===== src/hdl/ssbfd_pkg.sv =====
// ----------------------------------------------------------------------------
// Seven-segment bus frame decoder package
// Widths, register indexes and the segment decode table shared by the block.
// ----------------------------------------------------------------------------
`default_nettype none

package ssbfd_pkg;

  localparam int TIME_W      = 32;
  localparam int SPACING_W   = 10;
  localparam int GAP_W       = 16;
  localparam int REPEATS_W   = 8;
  localparam int FRAME_WIDTH = 24;
  localparam int BITS_W      = 5;
  localparam int SEG_W       = 7;
  localparam int CHAR_W      = 7;
  localparam int STATUS_W    = 3;
  localparam int CFG_INDEX_W = 2;
  localparam int CFG_DATA_W  = 16;
  localparam int TABLE_LEN   = 22;

  localparam logic [BITS_W-1:0]    BITS_FRAME  = BITS_W'(FRAME_WIDTH);
  localparam logic [BITS_W-1:0]    BITS_SAT    = BITS_W'(FRAME_WIDTH + 1);
  localparam logic [REPEATS_W-1:0] REPEATS_MAX = '1;
  localparam logic [SEG_W-1:0]     CHECK_MASK  = 7'h4B;

  localparam logic [CFG_INDEX_W-1:0] REG_MIN_EDGE_SPACING = 2'd0;
  localparam logic [CFG_INDEX_W-1:0] REG_FRAME_GAP        = 2'd1;
  localparam logic [CFG_INDEX_W-1:0] REG_STABLE_REPEATS   = 2'd2;

  localparam logic [SPACING_W-1:0] RESET_MIN_EDGE_SPACING = 10'd10;
  localparam logic [GAP_W-1:0]     RESET_FRAME_GAP        = 16'd500;
  localparam logic [REPEATS_W-1:0] RESET_STABLE_REPEATS   = 8'd3;

  typedef logic [FRAME_WIDTH-1:0] frame_t;

  typedef struct packed {
    logic              hit;
    logic [CHAR_W-1:0] ch;
  } digit_t;

  localparam logic [SEG_W-1:0] SEG_CODES [TABLE_LEN] = '{
    7'h7E, 7'h30, 7'h34, 7'h6D, 7'h79, 7'h33, 7'h5B, 7'h5F, 7'h70, 7'h7F, 7'h73,
    7'h00, 7'h37, 7'h0E, 7'h4F, 7'h0D, 7'h0F, 7'h67, 7'h01, 7'h03, 7'h05, 7'h1D
  };

  localparam logic [CHAR_W-1:0] SEG_CHARS [TABLE_LEN] = '{
    7'h30, 7'h31, 7'h31, 7'h32, 7'h33, 7'h34, 7'h35, 7'h36, 7'h37, 7'h38, 7'h39,
    7'h20, 7'h48, 7'h4C, 7'h45, 7'h63, 7'h74, 7'h50, 7'h2D, 7'h2D, 7'h72, 7'h6F
  };

  function automatic digit_t decode_digit(input logic [SEG_W-1:0] pattern);
    digit_t d;
    d.hit = 1'b0;
    d.ch  = '0;
    for (int i = 0; i < TABLE_LEN; i++) begin
      if (!d.hit && SEG_CODES[i] == pattern) begin
        d.hit = 1'b1;
        d.ch  = SEG_CHARS[i];
      end
    end
    return d;
  endfunction

endpackage

`default_nettype wire


===== src/hdl/ssbfd_if.sv =====
// ----------------------------------------------------------------------------
// Seven-segment bus frame decoder channels
// Valid/ready channels for bus edges, decoded results and register writes.
// ----------------------------------------------------------------------------
`default_nettype none

interface ssbfd_edge_if;
  import ssbfd_pkg::*;
  logic              valid;
  logic              ready;
  logic [TIME_W-1:0] edge_time_us;
  logic              bus_level;
  modport source (output valid, output edge_time_us, output bus_level, input ready);
  modport sink (input valid, input edge_time_us, input bus_level, output ready);
endinterface

interface ssbfd_result_if;
  import ssbfd_pkg::*;
  logic              valid;
  logic              ready;
  logic [CHAR_W-1:0] char_left;
  logic [CHAR_W-1:0] char_middle;
  logic [CHAR_W-1:0] char_right;
  logic [SEG_W-1:0]  seg_left;
  logic [SEG_W-1:0]  seg_middle;
  logic [SEG_W-1:0]  seg_right;
  logic              heat_flag;
  logic              pump_on;
  logic              light_flag;
  logic              text_changed;
  logic              raw_changed;
  logic              lamp_changed;
  modport source (
    output valid, output char_left, output char_middle, output char_right,
    output seg_left, output seg_middle, output seg_right, output heat_flag,
    output pump_on, output light_flag, output text_changed, output raw_changed,
    output lamp_changed, input ready
  );
  modport sink (
    input valid, input char_left, input char_middle, input char_right,
    input seg_left, input seg_middle, input seg_right, input heat_flag,
    input pump_on, input light_flag, input text_changed, input raw_changed,
    input lamp_changed, output ready
  );
endinterface

interface ssbfd_cfg_if;
  import ssbfd_pkg::*;
  logic                   valid;
  logic                   ready;
  logic [CFG_INDEX_W-1:0] index;
  logic [CFG_DATA_W-1:0]  data;
  modport source (output valid, output index, output data, input ready);
  modport sink (input valid, input index, input data, output ready);
endinterface

`default_nettype wire


===== src/hdl/ssbfd_front.sv =====
// ----------------------------------------------------------------------------
// Seven-segment bus frame decoder front end
// Filters noise edges, detects frame gaps and assembles 24-bit frames.
// ----------------------------------------------------------------------------
`default_nettype none

module ssbfd_front (
  input  wire logic                        clk,
  input  wire logic                        rst,
  ssbfd_edge_if.sink                       bus_edge,
  input  wire logic [ssbfd_pkg::SPACING_W-1:0] min_spacing,
  input  wire logic [ssbfd_pkg::GAP_W-1:0]     frame_gap,
  output logic                             push_valid,
  input  wire logic                        push_ready,
  output ssbfd_pkg::frame_t                push_data
);
  import ssbfd_pkg::*;

  logic [TIME_W-1:0] prev_time;
  frame_t            shift_frame;
  logic [BITS_W-1:0] bits_seen;

  logic [TIME_W-1:0] elapsed;
  logic              noise;
  logic              gap;
  logic              take;
  frame_t            base_frame;
  logic [BITS_W-1:0] base_bits;
  frame_t            shift_frame_next;
  logic [BITS_W-1:0] bits_seen_next;

  assign bus_edge.ready = push_ready;

  always_comb begin
    elapsed          = bus_edge.edge_time_us - prev_time;
    noise            = elapsed < {{(TIME_W-SPACING_W){1'b0}}, min_spacing};
    gap              = (bits_seen != '0) && (elapsed > {{(TIME_W-GAP_W){1'b0}}, frame_gap});
    take             = bus_edge.valid && bus_edge.ready && !noise;
    base_frame       = gap ? '0 : shift_frame;
    base_bits        = gap ? '0 : bits_seen;
    shift_frame_next = {base_frame[FRAME_WIDTH-2:0], bus_edge.bus_level};
    bits_seen_next   = (base_bits < BITS_SAT) ? base_bits + 1'b1 : base_bits;
  end

  assign push_valid = take && (bits_seen_next == BITS_FRAME);
  assign push_data  = shift_frame_next;

  always_ff @(posedge clk) begin
    if (rst) begin
      prev_time   <= '0;
      shift_frame <= '0;
      bits_seen   <= '0;
    end else if (take) begin
      prev_time   <= bus_edge.edge_time_us;
      shift_frame <= shift_frame_next;
      bits_seen   <= bits_seen_next;
    end
  end

  a_bits_saturate : assert property (@(posedge clk) disable iff (rst)
    bits_seen <= BITS_SAT)
    else $error("bit count passed its saturation value");

  a_push_needs_frame : assert property (@(posedge clk) disable iff (rst)
    push_valid |=> bits_seen == BITS_FRAME)
    else $error("frame pushed without a full bit count");

endmodule

`default_nettype wire


===== src/hdl/ssbfd_queue.sv =====
// ----------------------------------------------------------------------------
// Seven-segment bus frame decoder frame queue
// Two-entry queue of completed frames between front end and back end.
// ----------------------------------------------------------------------------
`default_nettype none

module ssbfd_queue (
  input  wire logic              clk,
  input  wire logic              rst,
  input  wire logic              push_valid,
  output logic                   push_ready,
  input  wire ssbfd_pkg::frame_t push_data,
  output logic                   pop_valid,
  input  wire logic              pop_ready,
  output ssbfd_pkg::frame_t      pop_data
);
  import ssbfd_pkg::*;

  frame_t     mem [2];
  logic       wr_ptr;
  logic       rd_ptr;
  logic [1:0] count;
  logic       do_push;
  logic       do_pop;

  assign push_ready = (count != 2'd2);
  assign pop_valid  = (count != 2'd0);
  assign pop_data   = mem[rd_ptr];
  assign do_push    = push_valid && push_ready;
  assign do_pop     = pop_valid && pop_ready;

  always_ff @(posedge clk) begin
    if (do_push) begin
      mem[wr_ptr] <= push_data;
    end
  end

  always_ff @(posedge clk) begin
    if (rst) begin
      wr_ptr <= 1'b0;
      rd_ptr <= 1'b0;
      count  <= 2'd0;
    end else begin
      if (do_push) begin
        wr_ptr <= !wr_ptr;
      end
      if (do_pop) begin
        rd_ptr <= !rd_ptr;
      end
      count <= count + {1'b0, do_push} - {1'b0, do_pop};
    end
  end

  a_count_bound : assert property (@(posedge clk) disable iff (rst)
    count <= 2'd2)
    else $error("queue count out of range");

  a_no_overflow : assert property (@(posedge clk) disable iff (rst)
    push_valid |-> push_ready)
    else $error("frame offered to a full queue");

endmodule

`default_nettype wire


===== src/hdl/ssbfd_back.sv =====
// ----------------------------------------------------------------------------
// Seven-segment bus frame decoder back end
// Decodes frames, tracks stability and change, and holds the result word.
// ----------------------------------------------------------------------------
`default_nettype none

module ssbfd_back (
  input  wire logic                             clk,
  input  wire logic                             rst,
  input  wire logic                             pop_valid,
  output logic                                  pop_ready,
  input  wire ssbfd_pkg::frame_t                pop_data,
  input  wire logic [ssbfd_pkg::REPEATS_W-1:0]  stable_repeats,
  ssbfd_result_if.source                        result
);
  import ssbfd_pkg::*;

  logic [3*CHAR_W-1:0] cand_text;
  logic                cand_valid;
  logic [REPEATS_W-1:0] repeat_count;
  logic [3*CHAR_W-1:0] acc_text;
  logic [3*SEG_W-1:0]  acc_raw;
  logic [STATUS_W-1:0] acc_lamps;
  logic                acc_valid;
  logic                out_valid;

  logic [SEG_W-1:0]     seg0, seg1, seg2;
  logic [STATUS_W-1:0]  status;
  digit_t               d0, d1, d2;
  logic                 decoded;
  logic [3*CHAR_W-1:0]  text;
  logic [3*SEG_W-1:0]   raw;
  logic [STATUS_W-1:0]  lamps;
  logic                 same;
  logic [REPEATS_W-1:0] repeat_count_next;
  logic                 stable;
  logic                 tc, rc, lc;
  logic                 take;
  logic                 load;

  assign pop_ready = !out_valid || result.ready;
  assign take      = pop_valid && pop_ready;

  always_comb begin
    seg0    = pop_data[23:17];
    seg1    = pop_data[16:10];
    seg2    = pop_data[9:3];
    status  = pop_data[2:0];
    d0      = decode_digit(seg0);
    d1      = decode_digit(seg1);
    d2      = decode_digit(seg2);
    decoded = ((seg0 & CHECK_MASK) == '0) && !status[0] && d0.hit && d1.hit && d2.hit;
    text    = {d0.ch, d1.ch, d2.ch};
    raw     = {seg0, seg1, seg2};
    lamps   = {seg0[2], status[2], status[1]};
    same    = cand_valid && (text == cand_text);
    if (!same) begin
      repeat_count_next = REPEATS_W'(1);
    end else if (repeat_count != REPEATS_MAX) begin
      repeat_count_next = repeat_count + 1'b1;
    end else begin
      repeat_count_next = repeat_count;
    end
    stable = repeat_count_next >= stable_repeats;
    tc     = !acc_valid || (text != acc_text);
    rc     = !acc_valid || (raw != acc_raw);
    lc     = !acc_valid || (lamps != acc_lamps);
    load   = take && decoded && stable && (tc || rc || lc);
  end

  always_ff @(posedge clk) begin
    if (rst) begin
      cand_text    <= '0;
      cand_valid   <= 1'b0;
      repeat_count <= '0;
      acc_text     <= '0;
      acc_raw      <= '0;
      acc_lamps    <= '0;
      acc_valid    <= 1'b0;
      out_valid    <= 1'b0;
    end else begin
      if (take && decoded) begin
        cand_text    <= text;
        cand_valid   <= 1'b1;
        repeat_count <= repeat_count_next;
        if (stable) begin
          acc_text  <= text;
          acc_raw   <= raw;
          acc_lamps <= lamps;
          acc_valid <= 1'b1;
        end
      end
      if (load) begin
        out_valid <= 1'b1;
      end else if (result.ready) begin
        out_valid <= 1'b0;
      end
    end
  end

  always_ff @(posedge clk) begin
    if (load) begin
      result.char_left    <= d0.ch;
      result.char_middle  <= d1.ch;
      result.char_right   <= d2.ch;
      result.seg_left     <= seg0;
      result.seg_middle   <= seg1;
      result.seg_right    <= seg2;
      result.heat_flag    <= lamps[2];
      result.pump_on      <= lamps[1];
      result.light_flag   <= lamps[0];
      result.text_changed <= tc;
      result.raw_changed  <= rc;
      result.lamp_changed <= lc;
    end
  end

  assign result.valid = out_valid;

  a_result_has_change : assert property (@(posedge clk) disable iff (rst)
    out_valid |-> (result.text_changed || result.raw_changed || result.lamp_changed))
    else $error("result word without any change flag");

  a_result_after_accept : assert property (@(posedge clk) disable iff (rst)
    out_valid |-> acc_valid && cand_valid)
    else $error("result word without an accepted frame");

endmodule

`default_nettype wire


===== src/hdl/seven_segment_bus_frame_decoder_unit.sv =====
// ----------------------------------------------------------------------------
// Seven-segment bus frame decoder
// Sniffs a clocked 24-bit display bus and reports changes of decoded frames.
// ----------------------------------------------------------------------------
// The bus_edge channel takes one word per display-bus clock edge: its
// microsecond timestamp and the sampled data bit. Up to one edge is taken
// per cycle. The front end filters noise edges, restarts frames after long
// gaps and pushes each completed 24-bit frame into a two-entry queue.
// The back end decodes one queued frame per cycle unless its output is held,
// applies the repeat and change checks and places a result word in an
// output register. Each result word passes through the queue and the output
// register on its way out. Most edges produce no result word.
// Registers are written over the cfg channel, which is always ready.
// Reset restores the register defaults and clears all frame, candidate and
// accepted state; the block takes edges as soon as reset ends.
// When the receiver stalls, the result word holds, the back end stops
// taking frames, and once the queue is full bus_edge drops ready.
// ----------------------------------------------------------------------------
`default_nettype none

module seven_segment_bus_frame_decoder_unit (
  input  wire logic      clk,
  input  wire logic      rst,
  ssbfd_edge_if.sink     bus_edge,
  ssbfd_result_if.source result,
  ssbfd_cfg_if.sink      cfg
);
  import ssbfd_pkg::*;

  logic [SPACING_W-1:0] min_spacing;
  logic [GAP_W-1:0]     frame_gap;
  logic [REPEATS_W-1:0] stable_repeats;

  logic   push_valid;
  logic   push_ready;
  frame_t push_data;
  logic   pop_valid;
  logic   pop_ready;
  frame_t pop_data;

  assign cfg.ready = 1'b1;

  always_ff @(posedge clk) begin
    if (rst) begin
      min_spacing    <= RESET_MIN_EDGE_SPACING;
      frame_gap      <= RESET_FRAME_GAP;
      stable_repeats <= RESET_STABLE_REPEATS;
    end else if (cfg.valid && cfg.ready) begin
      unique case (cfg.index)
        REG_MIN_EDGE_SPACING: min_spacing    <= cfg.data[SPACING_W-1:0];
        REG_FRAME_GAP:        frame_gap      <= cfg.data[GAP_W-1:0];
        REG_STABLE_REPEATS:   stable_repeats <= cfg.data[REPEATS_W-1:0];
        default: ;
      endcase
    end
  end

  ssbfd_front u_front (
    .clk         (clk),
    .rst         (rst),
    .bus_edge    (bus_edge),
    .min_spacing (min_spacing),
    .frame_gap   (frame_gap),
    .push_valid  (push_valid),
    .push_ready  (push_ready),
    .push_data   (push_data)
  );

  ssbfd_queue u_queue (
    .clk        (clk),
    .rst        (rst),
    .push_valid (push_valid),
    .push_ready (push_ready),
    .push_data  (push_data),
    .pop_valid  (pop_valid),
    .pop_ready  (pop_ready),
    .pop_data   (pop_data)
  );

  ssbfd_back u_back (
    .clk            (clk),
    .rst            (rst),
    .pop_valid      (pop_valid),
    .pop_ready      (pop_ready),
    .pop_data       (pop_data),
    .stable_repeats (stable_repeats),
    .result         (result)
  );

endmodule

`default_nettype wire


===== src/flat_wrapper.sv =====
// flat-port wrapper written by rule: the top's interface ports become plain ports
module seven_segment_bus_frame_decoder_unit_flat import ssbfd_pkg::*;
  (clk, rst, bus_edge_valid, bus_edge_edge_time_us, bus_edge_bus_level, bus_edge_ready, result_valid, result_char_left, result_char_middle, result_char_right, result_seg_left, result_seg_middle, result_seg_right, result_heat_flag, result_pump_on, result_light_flag, result_text_changed, result_raw_changed, result_lamp_changed, result_ready, cfg_valid, cfg_index, cfg_data, cfg_ready);
  ssbfd_edge_if bus_edge_i ();
  ssbfd_result_if result_i ();
  ssbfd_cfg_if cfg_i ();
  input  wire logic clk;
  input  wire logic rst;
  input wire logic [$bits(bus_edge_i.valid)-1:0] bus_edge_valid;
  input wire logic [$bits(bus_edge_i.edge_time_us)-1:0] bus_edge_edge_time_us;
  input wire logic [$bits(bus_edge_i.bus_level)-1:0] bus_edge_bus_level;
  output wire logic [$bits(bus_edge_i.ready)-1:0] bus_edge_ready;
  output wire logic [$bits(result_i.valid)-1:0] result_valid;
  output wire logic [$bits(result_i.char_left)-1:0] result_char_left;
  output wire logic [$bits(result_i.char_middle)-1:0] result_char_middle;
  output wire logic [$bits(result_i.char_right)-1:0] result_char_right;
  output wire logic [$bits(result_i.seg_left)-1:0] result_seg_left;
  output wire logic [$bits(result_i.seg_middle)-1:0] result_seg_middle;
  output wire logic [$bits(result_i.seg_right)-1:0] result_seg_right;
  output wire logic [$bits(result_i.heat_flag)-1:0] result_heat_flag;
  output wire logic [$bits(result_i.pump_on)-1:0] result_pump_on;
  output wire logic [$bits(result_i.light_flag)-1:0] result_light_flag;
  output wire logic [$bits(result_i.text_changed)-1:0] result_text_changed;
  output wire logic [$bits(result_i.raw_changed)-1:0] result_raw_changed;
  output wire logic [$bits(result_i.lamp_changed)-1:0] result_lamp_changed;
  input wire logic [$bits(result_i.ready)-1:0] result_ready;
  input wire logic [$bits(cfg_i.valid)-1:0] cfg_valid;
  input wire logic [$bits(cfg_i.index)-1:0] cfg_index;
  input wire logic [$bits(cfg_i.data)-1:0] cfg_data;
  output wire logic [$bits(cfg_i.ready)-1:0] cfg_ready;
  assign bus_edge_i.valid = bus_edge_valid;
  assign bus_edge_i.edge_time_us = bus_edge_edge_time_us;
  assign bus_edge_i.bus_level = bus_edge_bus_level;
  assign bus_edge_ready = bus_edge_i.ready;
  assign result_valid = result_i.valid;
  assign result_char_left = result_i.char_left;
  assign result_char_middle = result_i.char_middle;
  assign result_char_right = result_i.char_right;
  assign result_seg_left = result_i.seg_left;
  assign result_seg_middle = result_i.seg_middle;
  assign result_seg_right = result_i.seg_right;
  assign result_heat_flag = result_i.heat_flag;
  assign result_pump_on = result_i.pump_on;
  assign result_light_flag = result_i.light_flag;
  assign result_text_changed = result_i.text_changed;
  assign result_raw_changed = result_i.raw_changed;
  assign result_lamp_changed = result_i.lamp_changed;
  assign result_i.ready = result_ready;
  assign cfg_i.valid = cfg_valid;
  assign cfg_i.index = cfg_index;
  assign cfg_i.data = cfg_data;
  assign cfg_ready = cfg_i.ready;
  seven_segment_bus_frame_decoder_unit u_core (.clk(clk), .rst(rst), .bus_edge(bus_edge_i), .result(result_i), .cfg(cfg_i));
endmodule

===== config.mk =====
export PLATFORM = sky130hd
export DESIGN_NAME = seven_segment_bus_frame_decoder_unit_flat
export DESIGN_NICKNAME = d
export VERILOG_FILES = /design/src/hdl/ssbfd_pkg.sv /design/src/hdl/ssbfd_if.sv /design/src/hdl/ssbfd_front.sv /design/src/hdl/ssbfd_queue.sv /design/src/hdl/ssbfd_back.sv /design/src/hdl/seven_segment_bus_frame_decoder_unit.sv /design/src/flat_wrapper.sv
export SDC_FILE = /design/constraint.sdc
export NUM_CORES = 1
export LEC_CHECK = 0
export BUFFER_PORTS_ARGS = -buffer_cell sky130_fd_sc_hd__buf_2
export CAP_MARGIN = 20
export CORE_MARGIN = 8
export CORE_UTILIZATION = 28
export CTS_CLUSTER_SIZE = 28
export DETAILED_ROUTE_END_ITERATION = 6
export PLACE_DENSITY = 0.54
export SYNTH_ARGS = -nofsm -noshare
export SYNTH_HDL_FRONTEND = slang
export SYNTH_HIERARCHICAL = 1
export SYNTH_SLANG_ARGS = --single-unit
export TNS_END_PERCENT = 5

===== constraint.sdc =====
create_clock -name clk -period 7.5 [get_ports clk]
set_clock_uncertainty 0.1 [all_clocks]
set_input_delay 0 -clock clk [delete_from_list [all_inputs] [get_ports clk]]
set_output_delay 0 -clock clk [all_outputs]
set_load 0.005 [all_outputs]

==> impl_metrics.ini <==
[sta]
slew_headroom = 0.285
setup_viol = 0
period_share = 0.882
rsz0062_at_grt = false
setup_tns_ps = 0
finalMaxSlewViolations = 0
tightestPinTransition_ps = 1070
holdWs_ps = 13.0
min_period_ps = 6620
clock.fmax_mhz = 151
finalHoldViolCount = 0

[power_and_ir_drop]
p_leak_nw = 7.21
p_clk_frac = 0.431
p_per_area_nw_per_um2 = 181
power_switching_uw = 866
swShare = 0.253
combPwrFrac = 0.121
seqPwrFrac = 0.447
peakVddDrop_mv = 0.173
p_int_mw = 2.56
power_mw = 3.43

[setup_path]
cpPeakStageDelay_ps = 640
end_kind = flop
path_cells = buf_4, mux2_1, or4b_4, a211oi_4, o21a_1, a211oi_1, or4b_1, or4_4, or3_1, a21oi_1, ha_1, nand2b_1, a21o_1, a21o_1, a211oi_1, o21ai_0, a21oi_1, buf_4, nor2b_1, o41ai_1, inv_2, buf_4
worstSetupStartpointType = flop
worstPathRequired_ps = 7670
crit_arrival_ps = 6790
slowest_stage = mux2_1
critPathKind = flop to flop
crit_buf_inv = 4
crit_fanout = 34
critPathTopFamily = simple AND/OR/NAND/NOR gates
crit_top_cell = buf_4

[clock_tree]
cts_setup_buffers = 0
cts_buffer_depth = 3
hold_buffers = 64
clkSinkCount = 270
cts_resized = 0
worstSkewPairLatency_ps = 570
root_buffer = clkbuf_16
path_clk_slew_ps = 60
htree_levels = 1
cts_buffers = 30
cts_tree = built

[layout]
synthToLayoutAreaGrowth_pct = 17.9
final_cell_mix = dfxtp_1 (175), nand2_1 (169), a21oi_1 (132), nor2_1 (126), buf_2 (105)
layout-drive-gt1-share = 0.125
diodes = 0
final_cells = 2682
mostFrequentLayoutCell = dfxtp_1
layout.nets = 2025

[detailed_routing]
antenna_left = 0
first_pass_iters = 5
wire_per_inst_um = 16.3
dr.first_iter.drc_count = 801
vias = 13200
finalWirelength_mm = 43.8
route.detailed.drc = 0
vias_per_cell = 4.91

[synth]
yosys_warnings = 6
netlist_area_um2 = 16100
synth-async-reset-ratio = 0
ys_types = 103
synth_enable_flop_cells = 95
syn-mean-instance-area_um2 = 9.05
synth_seq_cells = 270
seq_area_frac_synth = 0.396
syn_nets = 1897
ys.flop_type = dfxtp_1
netlist_instances = 1774

[floorplanning]
die_height_um = 256
dieArea_um2 = 65300
coreArea_um2 = 56600
io-pin-count = 107
rows = 87
die_w_um = 256
start_util = 0.284

[status]
status = finished clean

[placement]
dp_cells = 2559
io_buffers = 105
place_congestion = 0.852
hpwl_mm = 32.6

[run]
cap_violations = 0

[grt]
antenna_found_initial = 1
grt_pass1_vias = 12800
grt_overflow_total = 0
grt_first_pass_wirelength_mm = 70.4
track_usage = 0.128
grt_max_degree = 108

[min_path]
hold_path.class = primary input to flop
==> worst paths after layout <==
path | from | cells after the start | slack [ps] | to
hold reg to reg | u_core/u_back/acc_raw[1] | 2 | 360 | u_core/u_back/acc_raw[1]
setup reg to reg | flop | 22 | 880 | u_core/u_back/result.char_right[0]
setup / recovery | flop | 22 | 880 | u_core/u_back/result.char_right[0]
hold / removal | result_ready | 3 | 10 | u_core/u_back/result.valid
==> metrics by stage <==
stage	worst slack (ps)	utilization	cell area (µm²)
5_1_grt	525	0.335	18900
4_1_cts	831	0.334	18900
2_1_floorplan	972	-	16100
3_5_place_dp	860	0.305	17300
6_report	883	0.335	18900
3_3_place_gp	975	0.305	17300
==> cell families after synthesis <==
| kind of cell | Yosys count | share of synthesized area |
|---|---|---|
| AOI/OAI and AO/OA | 370 | 0.154 |
| muxes | 100 | 0.0643 |
| adders and majority gates | 67 | 0.0527 |
| other | 1 | 0.000233 |
| and+or+nand+nor | 667 | 0.224 |
| buffers and inverters | 206 | 0.0576 |
| xor gates and xnor gates | 93 | 0.0507 |
| DFF | 270 | 0.396 |
==> power groups by stage <==
stage               sequential (mW)  combinational (mW)  clock (mW)
global route                   1.53               0.469        1.59
global placement               1.56               0.381           0
floorplan                      1.56               0.294           0
finish                         1.53               0.417        1.48
CTS                            1.53               0.417        1.52
detailed placement             1.56               0.388           0
==> registers in the layout, summed over array words and instances, names as in the netlist, 2 cells and up, named ones only <==
signal                            cells
u_core/frame_gap                     16
u_core/u_back/repeat_count            8
u_core/u_front/prev_time             32
u_core/u_back/cand_text              21
u_core/u_back/result.char_right       7
u_core/u_back/acc_text               21
u_core/u_front/shift_frame           23
u_core/u_back/acc_raw                21
u_core/u_queue/count                  2
u_core/u_back/result.seg_middle       7
u_core/u_back/acc_lamps               2
u_core/u_back/result.seg_right        7
u_core/stable_repeats                 8
u_core/u_front/bits_seen              5
u_core/u_queue/mem                   48
u_core/u_back/result.seg_left         7
u_core/u_back/result.char_left        7
u_core/u_back/result.char_middle      7
u_core/min_spacing                   10
==> layout make-up <==
type,instances,area [µm²]
clock buffer,41,853
fill,5858,37700
inverter,92,345
clock inverter,15,134
multi-input combinational,1298,8790
sequential,270,6360
timing repair buffer,210,1520
tap,756,946
==> Yosys cell counts, types with 29 or more instances <==
cell type,instances,area (µm²)
nand4_1,36,225
dfxtp_1,175,3500
nor2b_1,39,244
o21ai_0,42,210
inv_1,92,345
buf_2,37,185
edfxtp_1,95,2850
nand3_1,35,175
ha_1,66,826
a21oi_1,132,661
xor2_1,38,333
nor3_1,29,145
mux2i_1,74,741
nand2b_1,77,482
nor2_1,127,477
o211ai_1,36,270
clkbuf_1,48,180
nand2_1,169,634
xnor2_1,55,482
==> worst register-to-register path: cells and delay by family, from the launching register on <==
family                     cells  cell delay [ps]
muxes                          1              640
AOI/OAI and AO/OA             10             1620
adders and majority gates      1              240
buffers and inverters          4              760
DFF                            1              500
and+or+nand+nor                6             2430
==> per-layer routing <==
layer	global-route usage	part of all wire	vias to the layer above	wire, µm
met5	0	0.00027	-	12
met4	0.0337	0.025	2	1090
met3	0.0207	0.043	55	1880
met2	0.215	0.47	273	20600
met1	0.169	0.46	6246	20300
li1	-	-	6601	-
No activity file was read; power rests on OpenSTA's default activity.
